$ cat src/design/nmea_sentence_checksum_deframer_top_macros.svh
// ---------------------------------------------------------------------------
// NMEA checksum deframer assertion macros
// Concurrent assertion wrappers shared by the deframer RTL files.
// ---------------------------------------------------------------------------
`ifndef NMEA_SENTENCE_CHECKSUM_DEFRAMER_TOP_MACROS_SVH
`define NMEA_SENTENCE_CHECKSUM_DEFRAMER_TOP_MACROS_SVH

`ifndef NO_ASSERTIONS

// Property that must hold at every clock edge outside reset.
`define NMEA_CK_ASSERT(lbl, clk, rstn, prop) \
  lbl: assert property (@(posedge clk) disable iff (!rstn) (prop)) \
    else $error("nmea_ck assertion failed");

// Consequent must hold in the cycle after the antecedent.
`define NMEA_CK_ASSERT_NEXT(lbl, clk, rstn, ante, cons) \
  lbl: assert property (@(posedge clk) disable iff (!rstn) (ante) |=> (cons)) \
    else $error("nmea_ck next-cycle assertion failed");

`else

`define NMEA_CK_ASSERT(lbl, clk, rstn, prop)
`define NMEA_CK_ASSERT_NEXT(lbl, clk, rstn, ante, cons)

`endif

`endif

$ cat src/design/nmea_ck_pkg.sv
// ---------------------------------------------------------------------------
// NMEA checksum deframer package
// Character constants, result codes and the hex digit decode.
// ---------------------------------------------------------------------------
`default_nettype none

package nmea_ck_pkg;

  localparam logic [7:0] CHAR_DOLLAR     = 8'h24;
  localparam logic [7:0] CHAR_STAR       = 8'h2A;
  localparam logic [7:0] HEX_ALPHA_LIMIT = 8'd64;
  localparam logic [8:0] ALPHA_OFFSET    = 9'd55;
  localparam logic [8:0] DIGIT_OFFSET    = 9'd48;
  localparam int unsigned HEX_SHIFT      = 4;   // times 16
  localparam logic [7:0] BUF_LEN_RESET   = 8'd128;

  typedef enum logic [1:0] {
    KIND_PAYLOAD  = 2'd0,
    KIND_MATCH    = 2'd1,
    KIND_MISMATCH = 2'd2,
    KIND_TRUNC    = 2'd3
  } kind_e;

  typedef struct packed {
    logic [7:0] in_byte;
    logic       first_of_buffer;
  } item_t;

  typedef struct packed {
    logic [7:0] out_byte;
    kind_e      kind;
    logic       end_of_sentence;
  } result_t;

  // Letters above '@' decode with the alpha offset, everything else as a digit.
  function automatic logic signed [8:0] hex_value(input logic [7:0] c);
    logic [8:0] ext;
    ext = {1'b0, c};
    return (c > HEX_ALPHA_LIMIT) ? $signed(ext - ALPHA_OFFSET)
                                 : $signed(ext - DIGIT_OFFSET);
  endfunction

endpackage

`default_nettype wire

$ cat src/design/nmea_ck_ifs.sv
// ---------------------------------------------------------------------------
// NMEA checksum deframer channels
// Valid/ready channels for received bytes and for deframed results.
// ---------------------------------------------------------------------------
`default_nettype none

interface nmea_ck_byte_if;
  logic       valid;
  logic       ready;
  logic [7:0] in_byte;
  logic       first_of_buffer;

  modport source (output valid, output in_byte, output first_of_buffer, input ready);
  modport sink   (input valid, input in_byte, input first_of_buffer, output ready);
endinterface

interface nmea_ck_res_if;
  logic       valid;
  logic       ready;
  logic [7:0] out_byte;
  logic [1:0] kind;
  logic       end_of_sentence;

  modport source (output valid, output out_byte, output kind, output end_of_sentence,
                  input ready);
  modport sink   (input valid, input out_byte, input kind, input end_of_sentence,
                  output ready);
endinterface

`default_nettype wire

$ cat src/design/nmea_ck_core.sv
// ---------------------------------------------------------------------------
// NMEA checksum deframer core
// Sentence state machine: hunt, body XOR, hex check and verdict per byte.
// ---------------------------------------------------------------------------
`default_nettype none
`include "nmea_sentence_checksum_deframer_top_macros.svh"

module nmea_ck_core
  import nmea_ck_pkg::*;
(
  input  wire logic       clk_i,
  input  wire logic       rst_ni,
  input  wire logic       fire_i,
  input  wire item_t      item_i,
  input  wire logic [7:0] buf_len_i,
  output logic            res_valid_o,
  output result_t         res_o
);

  typedef enum logic [2:0] {
    PH_HUNT,
    PH_BODY,
    PH_HEX1,
    PH_HEX2,
    PH_IDLE
  } phase_e;

  phase_e            phase_q, phase_d, phase_w;
  logic [7:0]        sum_q, sum_d, sum_w;
  logic [7:0]        cnt_q, cnt_d, cnt_w, cnt_inc;
  logic signed [8:0] hi_q, hi_d, hi_w;
  logic signed [13:0] check;

  always_comb begin
    res_valid_o = 1'b0;
    res_o       = '{out_byte: 8'd0, kind: KIND_PAYLOAD, end_of_sentence: 1'b0};
    phase_w     = phase_q;
    sum_w       = sum_q;
    cnt_w       = cnt_q;
    hi_w        = hi_q;

    // A new buffer cuts off any open sentence, then restarts the hunt.
    if (item_i.first_of_buffer) begin
      if (phase_q == PH_BODY || phase_q == PH_HEX1 || phase_q == PH_HEX2) begin
        res_valid_o = 1'b1;
        res_o       = '{out_byte: 8'd0, kind: KIND_TRUNC, end_of_sentence: 1'b1};
      end
      phase_w = PH_HUNT;
      sum_w   = 8'd0;
      cnt_w   = 8'd0;
      hi_w    = 9'sd0;
    end

    phase_d = phase_w;
    sum_d   = sum_w;
    cnt_d   = cnt_w;
    hi_d    = hi_w;
    cnt_inc = cnt_w + 8'd1;
    check   = 14'($signed({hi_w, 4'b0000})) + 14'(hex_value(item_i.in_byte));

    case (phase_w)
      PH_HUNT: begin
        if (item_i.in_byte == CHAR_DOLLAR) begin
          phase_d = (cnt_w < buf_len_i) ? PH_BODY : PH_IDLE;
        end else begin
          cnt_d = cnt_inc;
          if (cnt_inc == buf_len_i) begin
            phase_d = PH_IDLE;
          end
        end
      end
      PH_BODY: begin
        if (item_i.in_byte == CHAR_STAR) begin
          phase_d = PH_HEX1;
        end else begin
          cnt_d = cnt_inc;
          res_valid_o = 1'b1;
          if (cnt_inc == buf_len_i) begin
            phase_d = PH_IDLE;
            res_o   = '{out_byte: 8'd0, kind: KIND_TRUNC, end_of_sentence: 1'b1};
          end else begin
            sum_d = sum_w ^ item_i.in_byte;
            res_o = '{out_byte: item_i.in_byte, kind: KIND_PAYLOAD, end_of_sentence: 1'b0};
          end
        end
      end
      PH_HEX1: begin
        hi_d    = hex_value(item_i.in_byte);
        phase_d = PH_HEX2;
      end
      PH_HEX2: begin
        phase_d     = PH_IDLE;
        res_valid_o = 1'b1;
        res_o       = '{out_byte: 8'd0,
                        kind: (check == $signed({6'd0, sum_w})) ? KIND_MATCH : KIND_MISMATCH,
                        end_of_sentence: 1'b1};
      end
      default: begin
        phase_d = PH_IDLE;
      end
    endcase
  end

  always_ff @(posedge clk_i or negedge rst_ni) begin
    if (!rst_ni) begin
      phase_q <= PH_HUNT;
      sum_q   <= 8'd0;
      cnt_q   <= 8'd0;
      hi_q    <= 9'sd0;
    end else if (fire_i) begin
      phase_q <= phase_d;
      sum_q   <= sum_d;
      cnt_q   <= cnt_d;
      hi_q    <= hi_d;
    end
  end

  `NMEA_CK_ASSERT_NEXT(a_verdict_goes_idle, clk_i, rst_ni,
    fire_i && res_valid_o && (res_o.kind == KIND_MATCH || res_o.kind == KIND_MISMATCH),
    phase_q == PH_IDLE)
  `NMEA_CK_ASSERT(a_idle_is_silent, clk_i, rst_ni,
    !(phase_q == PH_IDLE && !item_i.first_of_buffer && res_valid_o))

endmodule

`default_nettype wire

$ cat src/design/nmea_sentence_checksum_deframer_top.sv
// ---------------------------------------------------------------------------
// NMEA sentence checksum deframer
// Extracts sentence bodies from received bytes and checks the hex checksum.
// ---------------------------------------------------------------------------
//
//   channel   direction  payload                          transfer when
//   in_i      sink       in_byte, first_of_buffer          valid & ready
//   out_o     source     out_byte, kind, end_of_sentence   valid & ready
//   cfg       write      cfg_wdata_i (buffer length)       cfg_we_i
//
// One byte per cycle while out_o is not stalled; a taken byte passes through
// the input register and then the result register before any result from it
// is valid.
// Reset returns to the hunt for '$' with a buffer length of 128.
// A stalled result holds in the result register; the input register keeps
// taking bytes until both registers are full.
//
`default_nettype none
`include "nmea_sentence_checksum_deframer_top_macros.svh"

module nmea_sentence_checksum_deframer_top
  import nmea_ck_pkg::*;
(
  input  wire logic       clk_i,
  input  wire logic       rst_ni,
  nmea_ck_byte_if.sink    in_i,
  nmea_ck_res_if.source   out_o,
  input  wire logic       cfg_we_i,
  input  wire logic [7:0] cfg_wdata_i
);

  logic [7:0] buf_len_q;
  logic       s1_valid_q;
  item_t      s1_item_q;
  logic       out_valid_q;
  result_t    res_q;

  logic       s2_free;
  logic       advance;
  logic       core_valid;
  result_t    core_res;

  assign s2_free     = !out_valid_q || out_o.ready;
  assign advance     = s1_valid_q && s2_free;
  assign in_i.ready  = !s1_valid_q || s2_free;

  always_ff @(posedge clk_i or negedge rst_ni) begin
    if (!rst_ni) begin
      buf_len_q <= BUF_LEN_RESET;
    end else if (cfg_we_i) begin
      buf_len_q <= cfg_wdata_i;
    end
  end

  always_ff @(posedge clk_i or negedge rst_ni) begin
    if (!rst_ni) begin
      s1_valid_q <= 1'b0;
    end else if (in_i.valid && in_i.ready) begin
      s1_valid_q <= 1'b1;
    end else if (advance) begin
      s1_valid_q <= 1'b0;
    end
  end

  always_ff @(posedge clk_i) begin
    if (in_i.valid && in_i.ready) begin
      s1_item_q <= '{in_byte: in_i.in_byte, first_of_buffer: in_i.first_of_buffer};
    end
  end

  nmea_ck_core u_core (
    .clk_i       (clk_i),
    .rst_ni      (rst_ni),
    .fire_i      (advance),
    .item_i      (s1_item_q),
    .buf_len_i   (buf_len_q),
    .res_valid_o (core_valid),
    .res_o       (core_res)
  );

  always_ff @(posedge clk_i or negedge rst_ni) begin
    if (!rst_ni) begin
      out_valid_q <= 1'b0;
    end else if (s2_free) begin
      out_valid_q <= advance && core_valid;
    end
  end

  always_ff @(posedge clk_i) begin
    if (advance && core_valid) begin
      res_q <= core_res;
    end
  end

  assign out_o.valid           = out_valid_q;
  assign out_o.out_byte        = res_q.out_byte;
  assign out_o.kind            = res_q.kind;
  assign out_o.end_of_sentence = res_q.end_of_sentence;

  `NMEA_CK_ASSERT(a_stall_needs_full, clk_i, rst_ni,
    in_i.ready || (s1_valid_q && out_valid_q && !out_o.ready))
  `NMEA_CK_ASSERT_NEXT(a_take_fills_s1, clk_i, rst_ni,
    in_i.valid && in_i.ready, s1_valid_q)
  `NMEA_CK_ASSERT(a_verdict_flag, clk_i, rst_ni,
    !out_valid_q || ((res_q.kind == KIND_PAYLOAD) != res_q.end_of_sentence))

endmodule

`default_nettype wire
$ cat src/flat_wrapper.sv
// flat-port wrapper written by rule: the top's interface ports become plain ports
module nmea_sentence_checksum_deframer_top_flat import nmea_ck_pkg::*;
  (clk_i, rst_ni, cfg_we_i, cfg_wdata_i, in_i_valid, in_i_in_byte, in_i_first_of_buffer, in_i_ready, out_o_valid, out_o_out_byte, out_o_kind, out_o_end_of_sentence, out_o_ready);
  nmea_ck_byte_if in_i_i ();
  nmea_ck_res_if out_o_i ();
  input  wire logic clk_i;
  input  wire logic rst_ni;
  input  wire logic cfg_we_i;
  input  wire logic [7:0] cfg_wdata_i;
  input wire logic [$bits(in_i_i.valid)-1:0] in_i_valid;
  input wire logic [$bits(in_i_i.in_byte)-1:0] in_i_in_byte;
  input wire logic [$bits(in_i_i.first_of_buffer)-1:0] in_i_first_of_buffer;
  output wire logic [$bits(in_i_i.ready)-1:0] in_i_ready;
  output wire logic [$bits(out_o_i.valid)-1:0] out_o_valid;
  output wire logic [$bits(out_o_i.out_byte)-1:0] out_o_out_byte;
  output wire logic [$bits(out_o_i.kind)-1:0] out_o_kind;
  output wire logic [$bits(out_o_i.end_of_sentence)-1:0] out_o_end_of_sentence;
  input wire logic [$bits(out_o_i.ready)-1:0] out_o_ready;
  assign in_i_i.valid = in_i_valid;
  assign in_i_i.in_byte = in_i_in_byte;
  assign in_i_i.first_of_buffer = in_i_first_of_buffer;
  assign in_i_ready = in_i_i.ready;
  assign out_o_valid = out_o_i.valid;
  assign out_o_out_byte = out_o_i.out_byte;
  assign out_o_kind = out_o_i.kind;
  assign out_o_end_of_sentence = out_o_i.end_of_sentence;
  assign out_o_i.ready = out_o_ready;
  nmea_sentence_checksum_deframer_top u_core (.clk_i(clk_i), .rst_ni(rst_ni), .in_i(in_i_i), .out_o(out_o_i), .cfg_we_i(cfg_we_i), .cfg_wdata_i(cfg_wdata_i));
endmodule
$ cat config.mk
export PLATFORM = sky130hd
export DESIGN_NAME = nmea_sentence_checksum_deframer_top_flat
export DESIGN_NICKNAME = d
export VERILOG_FILES = /design/src/design/nmea_ck_pkg.sv /design/src/design/nmea_ck_ifs.sv /design/src/design/nmea_ck_core.sv /design/src/design/nmea_sentence_checksum_deframer_top.sv /design/src/flat_wrapper.sv
export VERILOG_INCLUDE_DIRS = /design/src /design/src/design
export SDC_FILE = /design/constraint.sdc
export NUM_CORES = 1
export LEC_CHECK = 0
export ABC_AREA = 1
export BUFFER_PORTS_ARGS = -buffer_cell sky130_fd_sc_hd__clkbuf_2
export CAP_MARGIN = 20
export CORE_UTILIZATION = 28
export CTS_BUF_LIST = sky130_fd_sc_hd__clkbuf_4 sky130_fd_sc_hd__clkbuf_8
export DETAILED_ROUTE_END_ITERATION = 8
export HOLD_SLACK_MARGIN = 0.08
export PLACE_DENSITY = 0.41
export SLEW_MARGIN = 10
export SYNTH_ARGS = -nofsm -noshare
export SYNTH_HDL_FRONTEND = slang
export SYNTH_SLANG_ARGS = --single-unit
$ cat constraint.sdc
create_clock -name clk_i -period 9.78 [get_ports clk_i]
set_clock_uncertainty 0.2 [all_clocks]
set_input_delay 1.956 -clock clk_i [delete_from_list [all_inputs] [get_ports clk_i]]
set_output_delay 1.956 -clock clk_i [all_outputs]
set_load 0.01 [all_outputs]
==> After elaboration in Yosys (flattened, before gate mapping) <==
Cells that the tools add are included.
{ "totals": {"reg_bits": 58, "latch_bits": 0, "mem_bits_rw": 0, "mem_bits_ro": 0, "inputBits": 22, "out_inout_bits": 13, "wordCells": 69, "memories": 0} }
{ "op_classes": {"add_sub_neg": 4, "multipliers": 0, "div_mod_pow": 0, "order_cmp": 2, "eq_ne": 10, "shifts": 0, "mux": 29, "bitwise_logic": 1, "reduce_logical": 11} }
{ "ops": {"columns": ["operator", "count"], "rows": [
  ["$mux W8", 7],
  ["$mux W9", 3],
  ["$mux W11", 2],
  ["$pmux W11 S2", 1],
  ["$mux W3", 7],
  ["$sub A8 B6 Y9 const B", 2],
  ["$eq A8 B6 Y1 const B", 2],
  ["$pmux W8 S2", 1],
  ["$add A13 B9 Y14", 1],
  ["$eq A14 B9 Y1", 1],
  ["$eq A3 B2 Y1 const B", 4],
  ["$pmux W3 S3", 1],
  ["$add A8 B1 Y8 const B", 1],
  ["$eq A8 B8 Y1", 1],
  ["$gt A8 B7 Y1 const B", 1],
  ["$lt A8 B8 Y1", 1],
  ["$xor A8 B8 Y8", 1],
  ["$eq A3 B1 Y1 const B", 2],
  ["$mux W1", 5],
  ["$logic_or A1 B1 Y1", 4],
  ["$logic_and A1 B1 Y1", 3],
  ["$logic_not A3 Y1", 1],
  ["$logic_not A1 Y1", 2],
  ["$mux W2", 1],
  ["other kinds (2)", 2]
]} }

==> Depth between registers and ports, before layout <==
{ "depth": {"ltp_word": 8, "depth_mapped": 24, "mapped_depth_nobuf": 23} }

==> Hierarchy <==
Synthesis repeated with hierarchy kept, for this count alone.
{ "hier_totals": {"cells_unflattened": 565, "hier_area_um2": 4075.2} }
{ "modules_own_cells": {"columns": ["module", "instances", "cells_per_inst", "area_per_inst_um2", "seq_area_each_um2"], "rows": [
  ["nmea_ck_core", 1, 497, 3060.4, 700.7],
  ["nmea_sentence_checksum_deframer_top", 1, 68, 1014.7, 852.1]
]} }

==> Least setup slack after synthesis <==
Ideal clock, no wire load.
{ "synth_timing": {"kind": "input -> output", "startpoint": "input out_o_ready", "endpoint": "output in_i_ready", "arrival_ps": 2140, "t_required_ps": 7624, "setup_slack_ps": 5484, "cell_stages": 2, "n_path_buf": 0, "path_cell_list": "inv_1 > nand3_1"} }
{ "synth_between": {"elab_chain_len": 2} }
{ "synth_rtl": {"columns": ["item", "line_no", "text"], "rows": [
  ["start: declaration", "flat_wrapper.sv:18", "input wire logic [$bits(out_o_i.ready)-1:0] out_o_ready;"],
  ["$logic_or A1 B1 Y1", "nmea_sentence_checksum_deframer_top.sv:43", "assign s2_free = !out_valid_q || out_o.ready;"],
  ["$logic_or A1 B1 Y1", "nmea_sentence_checksum_deframer_top.sv:45", "assign in_i.ready = !s1_valid_q || s2_free;"],
  ["end: declaration", "flat_wrapper.sv:13", "output wire logic [$bits(in_i_i.ready)-1:0] in_i_ready;"]
]} }
Every way passes these cells.

==> Worst setup path after layout <==
Ends and elaborated chain as after synthesis.

==> results.toml <==
[detailed_routing]
ant_nets = 0
drt_pass1_iterations = 5
vias = 3479
post-route-drc-count = 0
drt_iter0_drc = 158
wl_per_cell_um = 13.1
via_per_inst = 4.62
wl_um = 9900

[timing]
finalMaxSlewViolations = 0
rsz0062_at_grt = "false"
fin_ws_ps = 5280
relSlewSlack = 0.512
hold_violations = 0
worstMarginPinSlew_ps = 731
period_share = 0.460
setup_tns_ps = 0
max_freq_ghz = 0.222
fin_hold_ws_ps = 289
finalCriticalPeriod_ps = 4500
setup_viol = 0

[critical_path]
reg2reg_depth = 22
worstReg2RegStart = "u_core.s1_item_q[1]"
slowest_delay_ps = 150
critPathLaunch = "out_o_ready"
timing.critical_path.to_type = "output pin"
crit_end = "in_i_ready"
crit_arrival_ps = 2350
worstSetupStartpointType = "primary input"
timing.rr.end = "u_core.out_o.kind[1]"
path_cells = "clkbuf_2 -> inv_1 -> nand3_1 -> clkbuf_2"
crit_slowest_cell = "clkbuf_2"
crit_top_cell = "clkbuf_2"
regToRegSetupSlack_ps = 5970
crit_type = "primary input to output pin"
cp.required_ps = 7620
critPathMaxFanout = 3

[clocking]
clk_path_buf_depth = 2
cts.clk_slew.worst_paths_ps = 70
cts_tree = "yes"
post_cts_buffers = 0
numCtsBuffers = 9
cts-root-buf = "clkbuf_8"
clock_latency_ps = 350
cts.sinks = 58
ctsHtreeMaxLevel = 3
holdBufCountCts = 0
ctsResizeCount = 0

[grt]
grt_usage = 0.148
grt-ovfl-total = 0
first_global_vias = 3383
antenna_found_initial = 0
grt_pass1_wl_um = 16600
grt_max_degree = 39

[pwr]
sw_frac_of_total = 0.297
p_clk_frac = 0.371
vdd_drop_max_uv = 56.7
p_leak_uw = 0.00227
switching_power_uw = 182
power_frac_comb = 0.177
power_frac_seq = 0.452
total_power_uw = 612
power.density_nw_per_um2 = 134
p_int_uw = 430

[logic_synthesis]
synth_warnings = 0
yosys.area.top_type = "dfrtp_1"
avgSynthCellArea_sq_um = 7.53
synthArstFlopShare = 0.655
synth_area_leaders = "dfrtp_1 (23%), edfxtp_1 (15%), nand2_1 (12%)"
synth_seq_cells = 58
synth_fp_nets = 583
syn_area_sq_um = 4020
yosysTopAreaCellShare = 0.230
netlist-cell-type-count = 42
ys_seq_area_frac = 0.386
synth-main-ff-cell = "dfrtp_1"
syn_inst = 534
synth_edf_count = 20

[floorplan]
start_util = 0.288
die_w_um = 122
num_rows = 43
die_h_um = 122
die_area_sq_um = 14800
coreArea_sq_um = 13900
io_pins = 35

[cells_and_area]
final_nets = 617
synthToLayoutAreaGrowth_pct = 13.6
drive_gt1_frac = 0.124
final_cell_mix = "nand2_1 (126), inv_1 (76), nor2_1 (63), nand3_1 (37), dfrtp_1 (37)"
antenna_cells = 0
final_common_cell = "nand2_1"
num-fill-cells = 1522

[job]
cap_violations = 0

[run_status]
status = "completed"

[placement]
numPortBuffers = 34
gp_congestion = 0.795
hpwl_um = 7390
dpl_worst_slack_ps = 5280

[hold_path]
hp-class = "flip-flop to flip-flop"
-- how the worst min path moves through the flow --
stage | start | endpoint | slack (ps) | cells past startpoint
2_1_floorplan | u_core.u_core.phase_q[0] | u_core.u_core.phase_q[0] | 250 | 2
3_3_place_gp | u_core.u_core.hi_q[7] | u_core.u_core.hi_q[7] | 260 | 2
3_5_place_dp | u_core.u_core.phase_q[0] | u_core.u_core.phase_q[0] | 270 | 2
4_1_cts | u_core.u_core.phase_q[0] | u_core.u_core.phase_q[0] | 290 | 2
5_1_grt | u_core.u_core.phase_q[0] | u_core.u_core.phase_q[0] | 310 | 2
6_report | u_core.u_core.phase_q[0] | u_core.u_core.phase_q[0] | 290 | 2
-- metal layers --
layer | vias up | share of wire | global-route usage
li1 | 1799 | - | -
met1 | 1615 | 0.48 | 0.186
met2 | 51 | 0.47 | 0.245
met3 | 14 | 0.035 | 0.0300
met4 | 0 | 0.019 | 0.0625
met5 | - | 0 | 0
-- power groups by stage --
| stage | clock network, uW | registers (uW) | logic, uW |
|---|---|---|---|
| detailed placement | 0 | 281 | 109 |
| finish | 227 | 276 | 108 |
| global route | 243 | 278 | 128 |
| CTS | 238 | 276 | 110 |
| global placement | 0 | 281 | 108 |
| floorplan | 0 | 277 | 81.4 |
-- sequential cells by signal, summed over array words and instances, names as in the netlist --
| name | count |
|---|---|
| u_core.buf_len_q | 8 |
| u_core.out_o.end_of_sentence | 1 |
| u_core.out_o.kind | 2 |
| u_core.out_o.out_byte | 8 |
| u_core.out_o.valid | 1 |
| u_core.s1_item_q | 9 |
| u_core.s1_valid_q | 1 |
| u_core.u_core.cnt_q | 8 |
| u_core.u_core.hi_q | 9 |
| u_core.u_core.phase_q | 3 |
| u_core.u_core.sum_q | 8 |
-- worst max-delay path: cells and delay by family --
family,cells,cell delay (ps)
buf+inv,3,290
simple gates,1,100
-- synth_stat cells (4+ instances only) --
master / count
a21oi_1: 14
nor2_1: 63
inv_2: 4
buf_2: 4
o22ai_1: 10
clkbuf_1: 7
inv_1: 76
and3_1: 4
nand4_1: 10
dfrtp_1: 37
nor3_1: 4
ha_1: 26
nand3_1: 37
nand2_1: 126
xor2_1: 18
o21ai_0: 31
nand2_2: 4
o211ai_1: 4
edfxtp_1: 20
-- final cells by class --
class	count	area, sq um	share of cell area
Clock buffer	12	153	0.0334
Multi-Input combinational cell	380	2070	0.454
Clock inverter	4	42.5	0.00932
Tap cell	180	225	0.0493
Inverter	81	307	0.0671
Timing Repair Buffer	38	213	0.0466
Sequential cell	58	1550	0.340
-- through the flow --
stage	instance area (sq um)	std cells	utilization
2_1_floorplan	4020	534	-
3_3_place_gp	4350	736	0.312
3_5_place_dp	4350	736	0.312
4_1_cts	4550	752	0.326
5_1_grt	4570	753	0.328
6_report	4570	753	0.328
-- logic make-up (layout without fill, tap and decap cells) --
family | Yosys count | after routing | share of synthesized area
AOI/OAI and AO/OA | 73 | 73 | 0.106
xor gates and xnor gates | 21 | 21 | 0.0458
adders and majority gates | 27 | 27 | 0.0859
buffers and inverters | 96 | 135 | 0.0980
DFF | 58 | 58 | 0.386
muxes | 1 | 1 | 0.00280
and+or+nand+nor | 258 | 258 | 0.275
Power figures use the tool's default switching activity.
